`config.mk`:
```
export PLATFORM = sky130hd
export DESIGN_NAME = vital_sign_window_stats
export DESIGN_NICKNAME = d
export VERILOG_FILES = /design/src/design/vsws_pkg.sv /design/src/design/vsws_ram.sv /design/src/design/vsws_div.sv /design/src/design/vital_sign_window_stats.sv
export SDC_FILE = /design/constraint.sdc
export NUM_CORES = 2
export LEC_CHECK = 0
export BUFFER_PORTS_ARGS = -buffer_cell sky130_fd_sc_hd__buf_2
export CAP_MARGIN = 0
export CORE_UTILIZATION = 45
export CTS_BUF_LIST = sky130_fd_sc_hd__clkbuf_4
export CTS_CLUSTER_SIZE = 24
export DETAILED_ROUTE_END_ITERATION = 7
export GPL_TIMING_DRIVEN = 0
export SETUP_SLACK_MARGIN = 0.5
export SLEW_MARGIN = 20
export SYNTH_ARGS = -nofsm -noshare
export SYNTH_HDL_FRONTEND = slang
export SYNTH_SLANG_ARGS = --single-unit
```
`constraint.sdc`:
```
create_clock -name clock -period 7.7 [get_ports clock]
set_input_delay 0.385 -clock clock [delete_from_list [all_inputs] [get_ports clock]]
set_output_delay 0.385 -clock clock [all_outputs]
set_load 0.02 [all_outputs]
```
`src/design/vsws_pkg.sv`:
```
// ---------------------------------------------------------------------------
// vsws_pkg
// Shared types and constants for the vital sign window statistics block.
// ---------------------------------------------------------------------------
package vsws_pkg;

   // Default window length in one-second samples
   localparam int WINDOW_DEFAULT = 60;

   // Field widths
   localparam int CMD_W      = 2;
   localparam int MASK_W     = 4;
   localparam int PRESSURE_W = 9;
   localparam int TEMP_W     = 10;
   localparam int COUNT_W    = 9;
   localparam int CH_COUNT   = 4;

   // Largest temperature code that fits the sample field
   localparam int TEMP_MAX = (1 << TEMP_W) - 1;

   // Command codes
   localparam logic [CMD_W-1:0] CMD_TICK  = 2'd0;
   localparam logic [CMD_W-1:0] CMD_START = 2'd1;
   localparam logic [CMD_W-1:0] CMD_STOP  = 2'd2;

   // Channel bit positions in the mask
   localparam int CH_PRESSURE    = 0;
   localparam int CH_TEMPERATURE = 1;
   localparam int CH_PULSE       = 2;
   localparam int CH_BREATH      = 3;

   // One window slot, all four channels side by side
   typedef struct packed {
      logic [PRESSURE_W-1:0] pressure;
      logic [TEMP_W-1:0]     temperature;
      logic                  pulse;
      logic                  breath;
   } entry_type;

   // Sequencer states
   typedef enum logic [3:0] {
      ST_IDLE   = 4'b0001,
      ST_SCAN   = 4'b0010,
      ST_DIVIDE = 4'b0100,
      ST_HOLD   = 4'b1000
   } state_type;

endpackage

```
`src/design/vsws_ram.sv`:
```
// ---------------------------------------------------------------------------
// vsws_ram
// Generic simple dual-port RAM: one write port, one read port, read data
// registered.
// ---------------------------------------------------------------------------
module vsws_ram #(
   parameter int WIDTH = 8,
   parameter int DEPTH = 64
) (
   input  logic                     clock,
   input  logic                     wr_en,
   input  logic [$clog2(DEPTH)-1:0] wr_addr,
   input  logic [WIDTH-1:0]         wr_data,
   input  logic                     rd_en,
   input  logic [$clog2(DEPTH)-1:0] rd_addr,
   output logic [WIDTH-1:0]         rd_data
);

   logic [WIDTH-1:0] mem [DEPTH];
   logic [WIDTH-1:0] rd_data_ff;

   // Write and registered read
   always_ff @(posedge clock) begin
      if (wr_en) begin
         mem[wr_addr] <= wr_data;
      end
      if (rd_en) begin
         rd_data_ff <= mem[rd_addr];
      end
   end

   assign rd_data = rd_data_ff;

endmodule

```
`src/design/vsws_div.sv`:
```
// ---------------------------------------------------------------------------
// vsws_div
// Division by a fixed divisor through a reciprocal multiply; the quotient is
// registered and comes with done in the cycle after start.
// ---------------------------------------------------------------------------
module vsws_div #(
   parameter int DIVIDEND_W = 16,
   parameter int DIVISOR    = 60
) (
   input  logic                  clock,
   input  logic                  reset,
   input  logic                  start,
   input  logic [DIVIDEND_W-1:0] dividend,
   output logic                  done,
   output logic [DIVIDEND_W-1:0] quotient
);

   // Reciprocal rounded up and scaled by 2^(DIVIDEND_W + clog2 DIVISOR), so the
   // truncated product equals the truncated quotient for every dividend
   localparam int     LOG_D   = $clog2(DIVISOR);
   localparam int     SHIFT   = DIVIDEND_W + LOG_D;
   localparam int     RECIP_W = DIVIDEND_W + 1;
   localparam int     PROD_W  = DIVIDEND_W + RECIP_W;
   localparam longint RECIP   = ((longint'(1) << SHIFT) + longint'(DIVISOR) - 1) /
                                longint'(DIVISOR);
   localparam logic [RECIP_W-1:0] RECIP_C = RECIP_W'(RECIP);

   logic [PROD_W-1:0]     product;
   logic [DIVIDEND_W-1:0] quo_ff, quo_in;
   logic                  done_ff;

   // Multiply by the reciprocal and keep the bits above the scale
   assign product = {{RECIP_W{1'b0}}, dividend} * {{DIVIDEND_W{1'b0}}, RECIP_C};
   assign quo_in  = DIVIDEND_W'(product >> SHIFT);

   // Control: pulse done the cycle after start
   always_ff @(posedge clock) begin
      if (reset) begin
         done_ff <= 1'b0;
      end else begin
         done_ff <= start;
      end
   end

   // Datapath: capture the quotient on start
   always_ff @(posedge clock) begin
      if (start) begin
         quo_ff <= quo_in;
      end
   end

   assign done     = done_ff;
   assign quotient = quo_ff;

endmodule

```
`src/design/vital_sign_window_stats.sv`:
```
// ---------------------------------------------------------------------------
// vital_sign_window_stats
// Sliding windows over pressure, temperature, pulse and breath samples with
// max/min pressure, mean temperature and beat counts per sample tick.
// Sequence: an accepted sample tick starts a scan with one RAM read per slot,
//    then the temperature sum goes through the reciprocal divider and the
//    result is loaded into the output register from HOLD. One tick at a time;
//    requests stall until that load; start, stop and the spare code give no beat.
// Reset: all channels disabled, all windows empty, head at slot zero; the
//    RAM itself is not cleared, per-channel fill counters mark windows empty.
// ---------------------------------------------------------------------------
module vital_sign_window_stats #(
   parameter int WINDOW = vsws_pkg::WINDOW_DEFAULT
) (
   input  logic                            clock,
   input  logic                            reset,
   // Request channel
   input  logic                            req_valid,
   output logic                            req_stall,
   input  logic [vsws_pkg::CMD_W-1:0]      req_command,
   input  logic [vsws_pkg::MASK_W-1:0]     req_channel_mask,
   input  logic [vsws_pkg::PRESSURE_W-1:0] req_pressure_sample,
   input  logic [vsws_pkg::TEMP_W-1:0]     req_temperature_sample,
   input  logic                            req_pulse_beat,
   input  logic                            req_breath_event,
   // Response channel
   output logic                            rsp_valid,
   input  logic                            rsp_stall,
   output logic [vsws_pkg::PRESSURE_W-1:0] rsp_systolic,
   output logic [vsws_pkg::PRESSURE_W-1:0] rsp_diastolic,
   output logic                            rsp_pressure_ready,
   output logic [vsws_pkg::TEMP_W-1:0]     rsp_mean_temperature,
   output logic                            rsp_temperature_ready,
   output logic [vsws_pkg::COUNT_W-1:0]    rsp_pulse_count,
   output logic                            rsp_pulse_ready,
   output logic [vsws_pkg::COUNT_W-1:0]    rsp_breath_count,
   output logic                            rsp_breath_ready
);

   localparam int IDX_W   = $clog2(WINDOW);
   localparam int FILL_W  = $clog2(WINDOW + 1);
   localparam int SUM_W   = $clog2(WINDOW * vsws_pkg::TEMP_MAX + 1);
   localparam int ENTRY_W = $bits(vsws_pkg::entry_type);
   localparam int CH_N    = vsws_pkg::CH_COUNT;
   localparam int P_W     = vsws_pkg::PRESSURE_W;
   localparam int T_W     = vsws_pkg::TEMP_W;
   localparam int C_W     = vsws_pkg::COUNT_W;

   vsws_pkg::state_type state_ff, state_in;

   logic [IDX_W-1:0]  head_ff;
   logic [CH_N-1:0]   enabled_ff, enabled_in;
   logic [FILL_W-1:0] fill_ff [CH_N];
   logic [FILL_W-1:0] fill_in [CH_N];
   logic [CH_N-1:0]   ready_ff, ready_in;

   logic [IDX_W-1:0]  idx_ff;
   logic              issue_ff;
   logic              rd_valid_ff;
   logic              rd_last_ff;
   logic              div_start_ff;

   logic [P_W-1:0]    max_ff, max_in;
   logic [P_W-1:0]    min_ff, min_in;
   logic [SUM_W-1:0]  sum_ff, sum_in;
   logic [C_W-1:0]    pcnt_ff, pcnt_in;
   logic [C_W-1:0]    bcnt_ff, bcnt_in;

   logic              rsp_valid_ff;
   logic [P_W-1:0]    systolic_ff;
   logic [P_W-1:0]    diastolic_ff;
   logic [T_W-1:0]    mean_ff;
   logic [C_W-1:0]    pulse_cnt_ff;
   logic [C_W-1:0]    breath_cnt_ff;
   logic [CH_N-1:0]   rsp_ready_ff;

   logic              req_accept;
   logic              tick_accept;
   logic              start_accept;
   logic              stop_accept;
   logic              rsp_free;
   logic              rd_en;
   logic              div_done;
   logic [SUM_W-1:0]  div_quotient;

   vsws_pkg::entry_type wr_entry;
   vsws_pkg::entry_type rd_entry;
   logic [ENTRY_W-1:0]  rd_data;

   // Decode accepted request beats
   assign req_stall    = (state_ff != vsws_pkg::ST_IDLE);
   assign req_accept   = req_valid && !req_stall;
   assign tick_accept  = req_accept && (req_command == vsws_pkg::CMD_TICK);
   assign start_accept = req_accept && (req_command == vsws_pkg::CMD_START);
   assign stop_accept  = req_accept && (req_command == vsws_pkg::CMD_STOP);
   assign rsp_free     = !rsp_valid_ff || !rsp_stall;

   // Window storage: one slot holds all four channels
   always_comb begin
      wr_entry.pressure    = req_pressure_sample;
      wr_entry.temperature = req_temperature_sample;
      wr_entry.pulse       = req_pulse_beat;
      wr_entry.breath      = req_breath_event;
   end

   assign rd_en    = (state_ff == vsws_pkg::ST_SCAN) && issue_ff;
   assign rd_entry = vsws_pkg::entry_type'(rd_data);

   vsws_ram #(
      .WIDTH (ENTRY_W),
      .DEPTH (WINDOW)
   ) u_window_ram (
      .clock   (clock),
      .wr_en   (tick_accept),
      .wr_addr (head_ff),
      .wr_data (wr_entry),
      .rd_en   (rd_en),
      .rd_addr (idx_ff),
      .rd_data (rd_data)
   );

   // Channel enables and fill counters; a window is full once WINDOW
   // consecutive enabled ticks have landed since the last stop
   always_comb begin
      enabled_in = enabled_ff;
      if (start_accept) begin
         enabled_in = enabled_ff | req_channel_mask;
      end else if (stop_accept) begin
         enabled_in = enabled_ff & ~req_channel_mask;
      end
      for (int ch = 0; ch < CH_N; ch++) begin
         fill_in[ch] = fill_ff[ch];
         if (tick_accept) begin
            if (!enabled_ff[ch]) begin
               fill_in[ch] = '0;
            end else if (fill_ff[ch] != FILL_W'(WINDOW)) begin
               fill_in[ch] = fill_ff[ch] + 1'b1;
            end
         end else if (stop_accept && req_channel_mask[ch]) begin
            fill_in[ch] = '0;
         end
         ready_in[ch] = (fill_in[ch] == FILL_W'(WINDOW));
      end
   end

   // Scan accumulation over the registered read data
   always_comb begin
      max_in  = (rd_entry.pressure > max_ff) ? rd_entry.pressure : max_ff;
      min_in  = (rd_entry.pressure < min_ff) ? rd_entry.pressure : min_ff;
      sum_in  = sum_ff + SUM_W'(rd_entry.temperature);
      pcnt_in = pcnt_ff + C_W'(rd_entry.pulse);
      bcnt_in = bcnt_ff + C_W'(rd_entry.breath);
   end

   // Sequencer next state
   always_comb begin
      state_in = state_ff;
      case (state_ff)
         vsws_pkg::ST_IDLE: begin
            if (tick_accept) begin
               state_in = vsws_pkg::ST_SCAN;
            end
         end
         vsws_pkg::ST_SCAN: begin
            if (rd_valid_ff && rd_last_ff) begin
               state_in = vsws_pkg::ST_DIVIDE;
            end
         end
         vsws_pkg::ST_DIVIDE: begin
            if (div_done) begin
               state_in = vsws_pkg::ST_HOLD;
            end
         end
         vsws_pkg::ST_HOLD: begin
            if (rsp_free) begin
               state_in = vsws_pkg::ST_IDLE;
            end
         end
         default: begin
            state_in = vsws_pkg::ST_IDLE;
         end
      endcase
   end

   // Control registers
   always_ff @(posedge clock) begin
      if (reset) begin
         state_ff     <= vsws_pkg::ST_IDLE;
         head_ff      <= '0;
         enabled_ff   <= '0;
         for (int ch = 0; ch < CH_N; ch++) begin
            fill_ff[ch] <= '0;
         end
         ready_ff     <= '0;
         idx_ff       <= '0;
         issue_ff     <= 1'b0;
         rd_valid_ff  <= 1'b0;
         rd_last_ff   <= 1'b0;
         div_start_ff <= 1'b0;
         rsp_valid_ff <= 1'b0;
      end else begin
         state_ff     <= state_in;
         enabled_ff   <= enabled_in;
         for (int ch = 0; ch < CH_N; ch++) begin
            fill_ff[ch] <= fill_in[ch];
         end
         div_start_ff <= (state_ff == vsws_pkg::ST_SCAN) && rd_valid_ff && rd_last_ff;

         // Advance head and launch the scan on a tick
         if (tick_accept) begin
            ready_ff <= ready_in;
            head_ff  <= (head_ff == IDX_W'(WINDOW - 1)) ? '0 : head_ff + 1'b1;
            idx_ff   <= '0;
            issue_ff <= 1'b1;
         end else if (rd_en) begin
            if (idx_ff == IDX_W'(WINDOW - 1)) begin
               issue_ff <= 1'b0;
            end else begin
               idx_ff <= idx_ff + 1'b1;
            end
         end
         rd_valid_ff <= rd_en;
         rd_last_ff  <= rd_en && (idx_ff == IDX_W'(WINDOW - 1));

         // Output register: load in HOLD, drop once taken
         if ((state_ff == vsws_pkg::ST_HOLD) && rsp_free) begin
            rsp_valid_ff <= 1'b1;
         end else if (rsp_valid_ff && !rsp_stall) begin
            rsp_valid_ff <= 1'b0;
         end
      end
   end

   // Accumulators
   always_ff @(posedge clock) begin
      if (tick_accept) begin
         max_ff  <= '0;
         min_ff  <= '1;
         sum_ff  <= '0;
         pcnt_ff <= '0;
         bcnt_ff <= '0;
      end else if (rd_valid_ff) begin
         max_ff  <= max_in;
         min_ff  <= min_in;
         sum_ff  <= sum_in;
         pcnt_ff <= pcnt_in;
         bcnt_ff <= bcnt_in;
      end
   end

   // Mean temperature: sum over the window divided by WINDOW
   vsws_div #(
      .DIVIDEND_W (SUM_W),
      .DIVISOR    (WINDOW)
   ) u_mean_div (
      .clock    (clock),
      .reset    (reset),
      .start    (div_start_ff),
      .dividend (sum_ff),
      .done     (div_done),
      .quotient (div_quotient)
   );

   // Result payload, zeroed for channels whose window is not full
   always_ff @(posedge clock) begin
      if ((state_ff == vsws_pkg::ST_HOLD) && rsp_free) begin
         systolic_ff   <= ready_ff[vsws_pkg::CH_PRESSURE]    ? max_ff : '0;
         diastolic_ff  <= ready_ff[vsws_pkg::CH_PRESSURE]    ? min_ff : '0;
         mean_ff       <= ready_ff[vsws_pkg::CH_TEMPERATURE] ? div_quotient[T_W-1:0] : '0;
         pulse_cnt_ff  <= ready_ff[vsws_pkg::CH_PULSE]       ? pcnt_ff : '0;
         breath_cnt_ff <= ready_ff[vsws_pkg::CH_BREATH]      ? bcnt_ff : '0;
         rsp_ready_ff  <= ready_ff;
      end
   end

   assign rsp_valid             = rsp_valid_ff;
   assign rsp_systolic          = systolic_ff;
   assign rsp_diastolic         = diastolic_ff;
   assign rsp_pressure_ready    = rsp_ready_ff[vsws_pkg::CH_PRESSURE];
   assign rsp_mean_temperature  = mean_ff;
   assign rsp_temperature_ready = rsp_ready_ff[vsws_pkg::CH_TEMPERATURE];
   assign rsp_pulse_count       = pulse_cnt_ff;
   assign rsp_pulse_ready       = rsp_ready_ff[vsws_pkg::CH_PULSE];
   assign rsp_breath_count      = breath_cnt_ff;
   assign rsp_breath_ready      = rsp_ready_ff[vsws_pkg::CH_BREATH];

endmodule
```
==> flow_summary.toml <==
[critical_path]
worstSetupPathType = "register to register"
critPathRequiredTime_ns = 8.50
critPathSlowestCell = "nor2_4"
crit_arrival_ns = 5.60
cp_top_family = "simple AND/OR/NAND/NOR gates"
r2r_slack_ns = 2.90
cp_cell_sequence = "buf_2, nor4b_4, inv_2, nor3b_2, dlygate4sd3_1, buf_4, nand2_2, nor2_1, nand3_2, nor2_4"
r2r_cells = 10
timing.rr.end = "u_window_ram.mem[27][6]"
cp-start-kind = "register"
r2r-start = "state_ff[2]"
path_max_fanout = 21
worst-path-buf-inv = 4
cp_slowest_stage_delay_ns = 0.93
cp-end-kind = "register"

[drt]
drc = 0
drt-vias-per-instance = 5.720
drt_wl_total_um = 151100
drt-initial-drc-count = 3165
avgRoutedWirePerCell_um = 27.09
vias = 31910
drtAntennaViolNets = 0
firstDrtPassIters = 7

[final_layout]
finalInstanceArea_sq_um = 67430
fin_util_pct = 52.01
area_growth_syn_to_layout_pct = 14.66
nFillCells = 10324
drive_gt1_share_pct = 31.47
fin_cells = 5579
final_nets = 3767

[clock_network]
clk_pin_slew_worst_paths_ns = 0.08
clock-sinks = 1447
clk_latency_ns = 1.26
post-cts-setup-buffers = 0
cts_max_path_buffers = 4
h-tree-depth = 5
cts_buffers = 381
tritoncts = "built"
ctsRootBufferMaster = "clkbuf_4"

[timing]
rsz0062_at_grt = "no"
final_max_slew_viol_count = 0
min_period_over_period_pct = 62.28
final-setup-viol-count = 0
worstMarginPinSlew_ns = 1.094
fin_crit_ns = 4.796
max_freq_mhz = 208.5
finClkSkew_ns = 0.08507
slew_headroom_pct = 27.06
hold_violations = 0
setup-tns-final_ns = 0

[grt]
grt_pass1_vias = 33469
grt_overflow = 0
grt_pass1_wl_um = 219100
grt_usage_pct = 23.21
antenna_found_initial = 7
grt_max_degree = 61

[status]
status = "finished, final reports clean"

[synth]
syn_inst = 3045
synth_nets = 3232
synth-edff-count = 1341
ys_async_sr_fraction_pct = 0
synth_seq_area_share_pct = 72.08
ys_seq_elements = 1447
synth_area_per_cell_sq_um = 19.31
synthFlopType = "edfxtp_1"
ys_types = 64
synth_area_sq_um = 58810
synth_warnings = 0

[pwr]
power_density_nw_per_um2 = 231.2
power.total_uw = 15590
p_leak_uw = 0.02232
peakVddDrop_v = 0.0001862

[hold_path]
min_to = "u_window_ram.mem[38][11]"
hold_path_class = "input pin to register"
hold_depth = 2
hp-start = "req_temperature_sample[9]"

[placement]
port_buffers = 82
place.detailed.instances = 4885
gp_congestion = 0.8629
placed_area_sq_um = 62320
hpwlAfterDp_um = 96500

[floorplan]
die_h_um = 363.5
core_sq_um = 129600
io_pins = 83
initial_utilization_pct = 45.36
row_count = 132
die_x_um = 363.5
die_area_sq_um = 132100

[job]
drv_cap = 0
[logic make-up (layout without fill, tap and decap cells)]
kind of cell               Yosys count  after routing  share of synthesized area [%]
adders and majority gates          156            156                          3.574
and+or+nand+nor                    448            448                          3.761
xor gates and xnor gates            47             47                         0.7000
other                                0             11                              0
buffers and inverters              224           1005                          1.781
AOI/OAI and AO/OA                  285            285                          3.034
muxes                              438            438                          15.07
DFF                               1447           1447                          72.08
[layer usage]
layer / vias to the layer above / track usage, % / wire (um)
met4: 2 / 8.240 / 4120
met3: 292 / 5.927 / 12060
met2: 1425 / 38.44 / 74810
met1: 16549 / 29.65 / 60130
met5: - / 0 / 19
li1: 13642 / - / -
[timing repair]
item                                   in CTS  in global routing
gates resized for setup                     0                  0
setup endpoints to repair                   0                  0
hold buffers                               54                  0
endpoints found under the hold margin    1374                  0
[final cells by class]
class                   instances  area [sq um]  area share [%]
flip-flops and latches       1447         42390           62.87
clock buffers                 565          4242           6.290
repair buffers                152          1396           2.071
plain buffers                 141         737.0           1.093
diodes                         11         27.53         0.04082
clock inverters                64         290.3          0.4305
well taps                    1742          2180           3.232
inverters                      83         311.5          0.4620
multi-input cells            1374         15860           23.52
[through the flow]
stage,setup WS (ns),hold WS [ns]
final,2.904,0.2112
after global placement,2.540,0.4676
after CTS,2.932,0.04003
after global routing,2.766,0.1204
after floorplan,3.402,0.4287
after detailed placement,2.967,0.4695
[registers in the layout, indices dropped and copies added (netlist names), 4 cells and up, named ones only]
| signal | flops |
|---|---|
| u_window_ram.mem | 1260 |
| fill_ff | 24 |
| u_window_ram.rd_data | 21 |
| sum_ff | 16 |
| rsp_mean_temperature | 10 |
| u_mean_div.quotient | 10 |
| bcnt_ff | 9 |
| max_ff | 9 |
| min_ff | 9 |
| pcnt_ff | 9 |
| rsp_breath_count | 9 |
| rsp_diastolic | 9 |
| rsp_pulse_count | 9 |
| rsp_systolic | 9 |
| head_ff | 6 |
| idx_ff | 6 |
| ready_ff | 4 |
| rsp_ready_ff | 4 |
| state_ff | 4 |
[worst max-delay path by stage]
stage,from,to,slack (ns),cells after the start
after floorplan,sum_ff[2],u_mean_div.quotient[6],3.40,16
after global placement,state_ff[2],u_window_ram.mem[14][7],2.54,7
after detailed placement,sum_ff[6],u_mean_div.quotient[6],2.97,16
after CTS,sum_ff[6],u_mean_div.quotient[6],2.93,16
after global routing,sum_ff[6],u_mean_div.quotient[6],2.77,16
final,state_ff[2],u_window_ram.mem[27][6],2.90,10
[layout by cell type, fill, tap and decap left out, types with 19 or more instances in the layout]
cell,instances
nor2_4,60
clkbuf_4,565
nor2b_1,36
edfxtp_1,1341
dlygate4sd3_1,54
inv_1,82
mux4_2,357
a211oi_1,43
nand2_1,71
buf_1,20
a21oi_1,77
clkbuf_1,52
and2_1,53
xor2_1,27
dfxtp_1,106
fa_1,20
buf_2,104
nor2_1,103
o21ai_0,65
mux2i_1,72
nor3_1,19
buf_4,31
xnor2_1,20
ha_1,136
clkinv_1,48
nand3_1,31
[cell usage after synthesis, drive strengths merged (27+ instances only)]
cell	n	area (sq um)
nand2	75	284.0
mux2i	72	720.7
nand3	36	190.2
mux4	357	8040
inv	83	311.6
xor2	27	236.5
o21ai	79	395.4
ha	136	1702
dfxtp	106	2122
buf	89	540.5
and2	53	331.6
nor2	163	611.8
edfxtp	1341	40270
a21oi	78	390.4
nor2b	36	225.2
clkbuf	52	195.2
a211oi	43	322.8
[power breakdown]
part	switching, uW	total, uW	internal, uW
combinational	394	581	187
sequential	39.9	8650	8610
clock	3000	6350	3350
total	3440	15600	12100
[worst reg2reg max path, cell delays in order (launching register included)]
cell	delay [ns]
dfxtp_1	0.30
buf_2	0.17
nor4b_4	0.46
inv_2	0.14
nor3b_2	0.21
dlygate4sd3_1	0.63
buf_4	0.20
nand2_2	0.16
nor2_1	0.42
nand3_2	0.73
nor2_4	0.94
No activity file was read; power rests on OpenSTA's default activity.
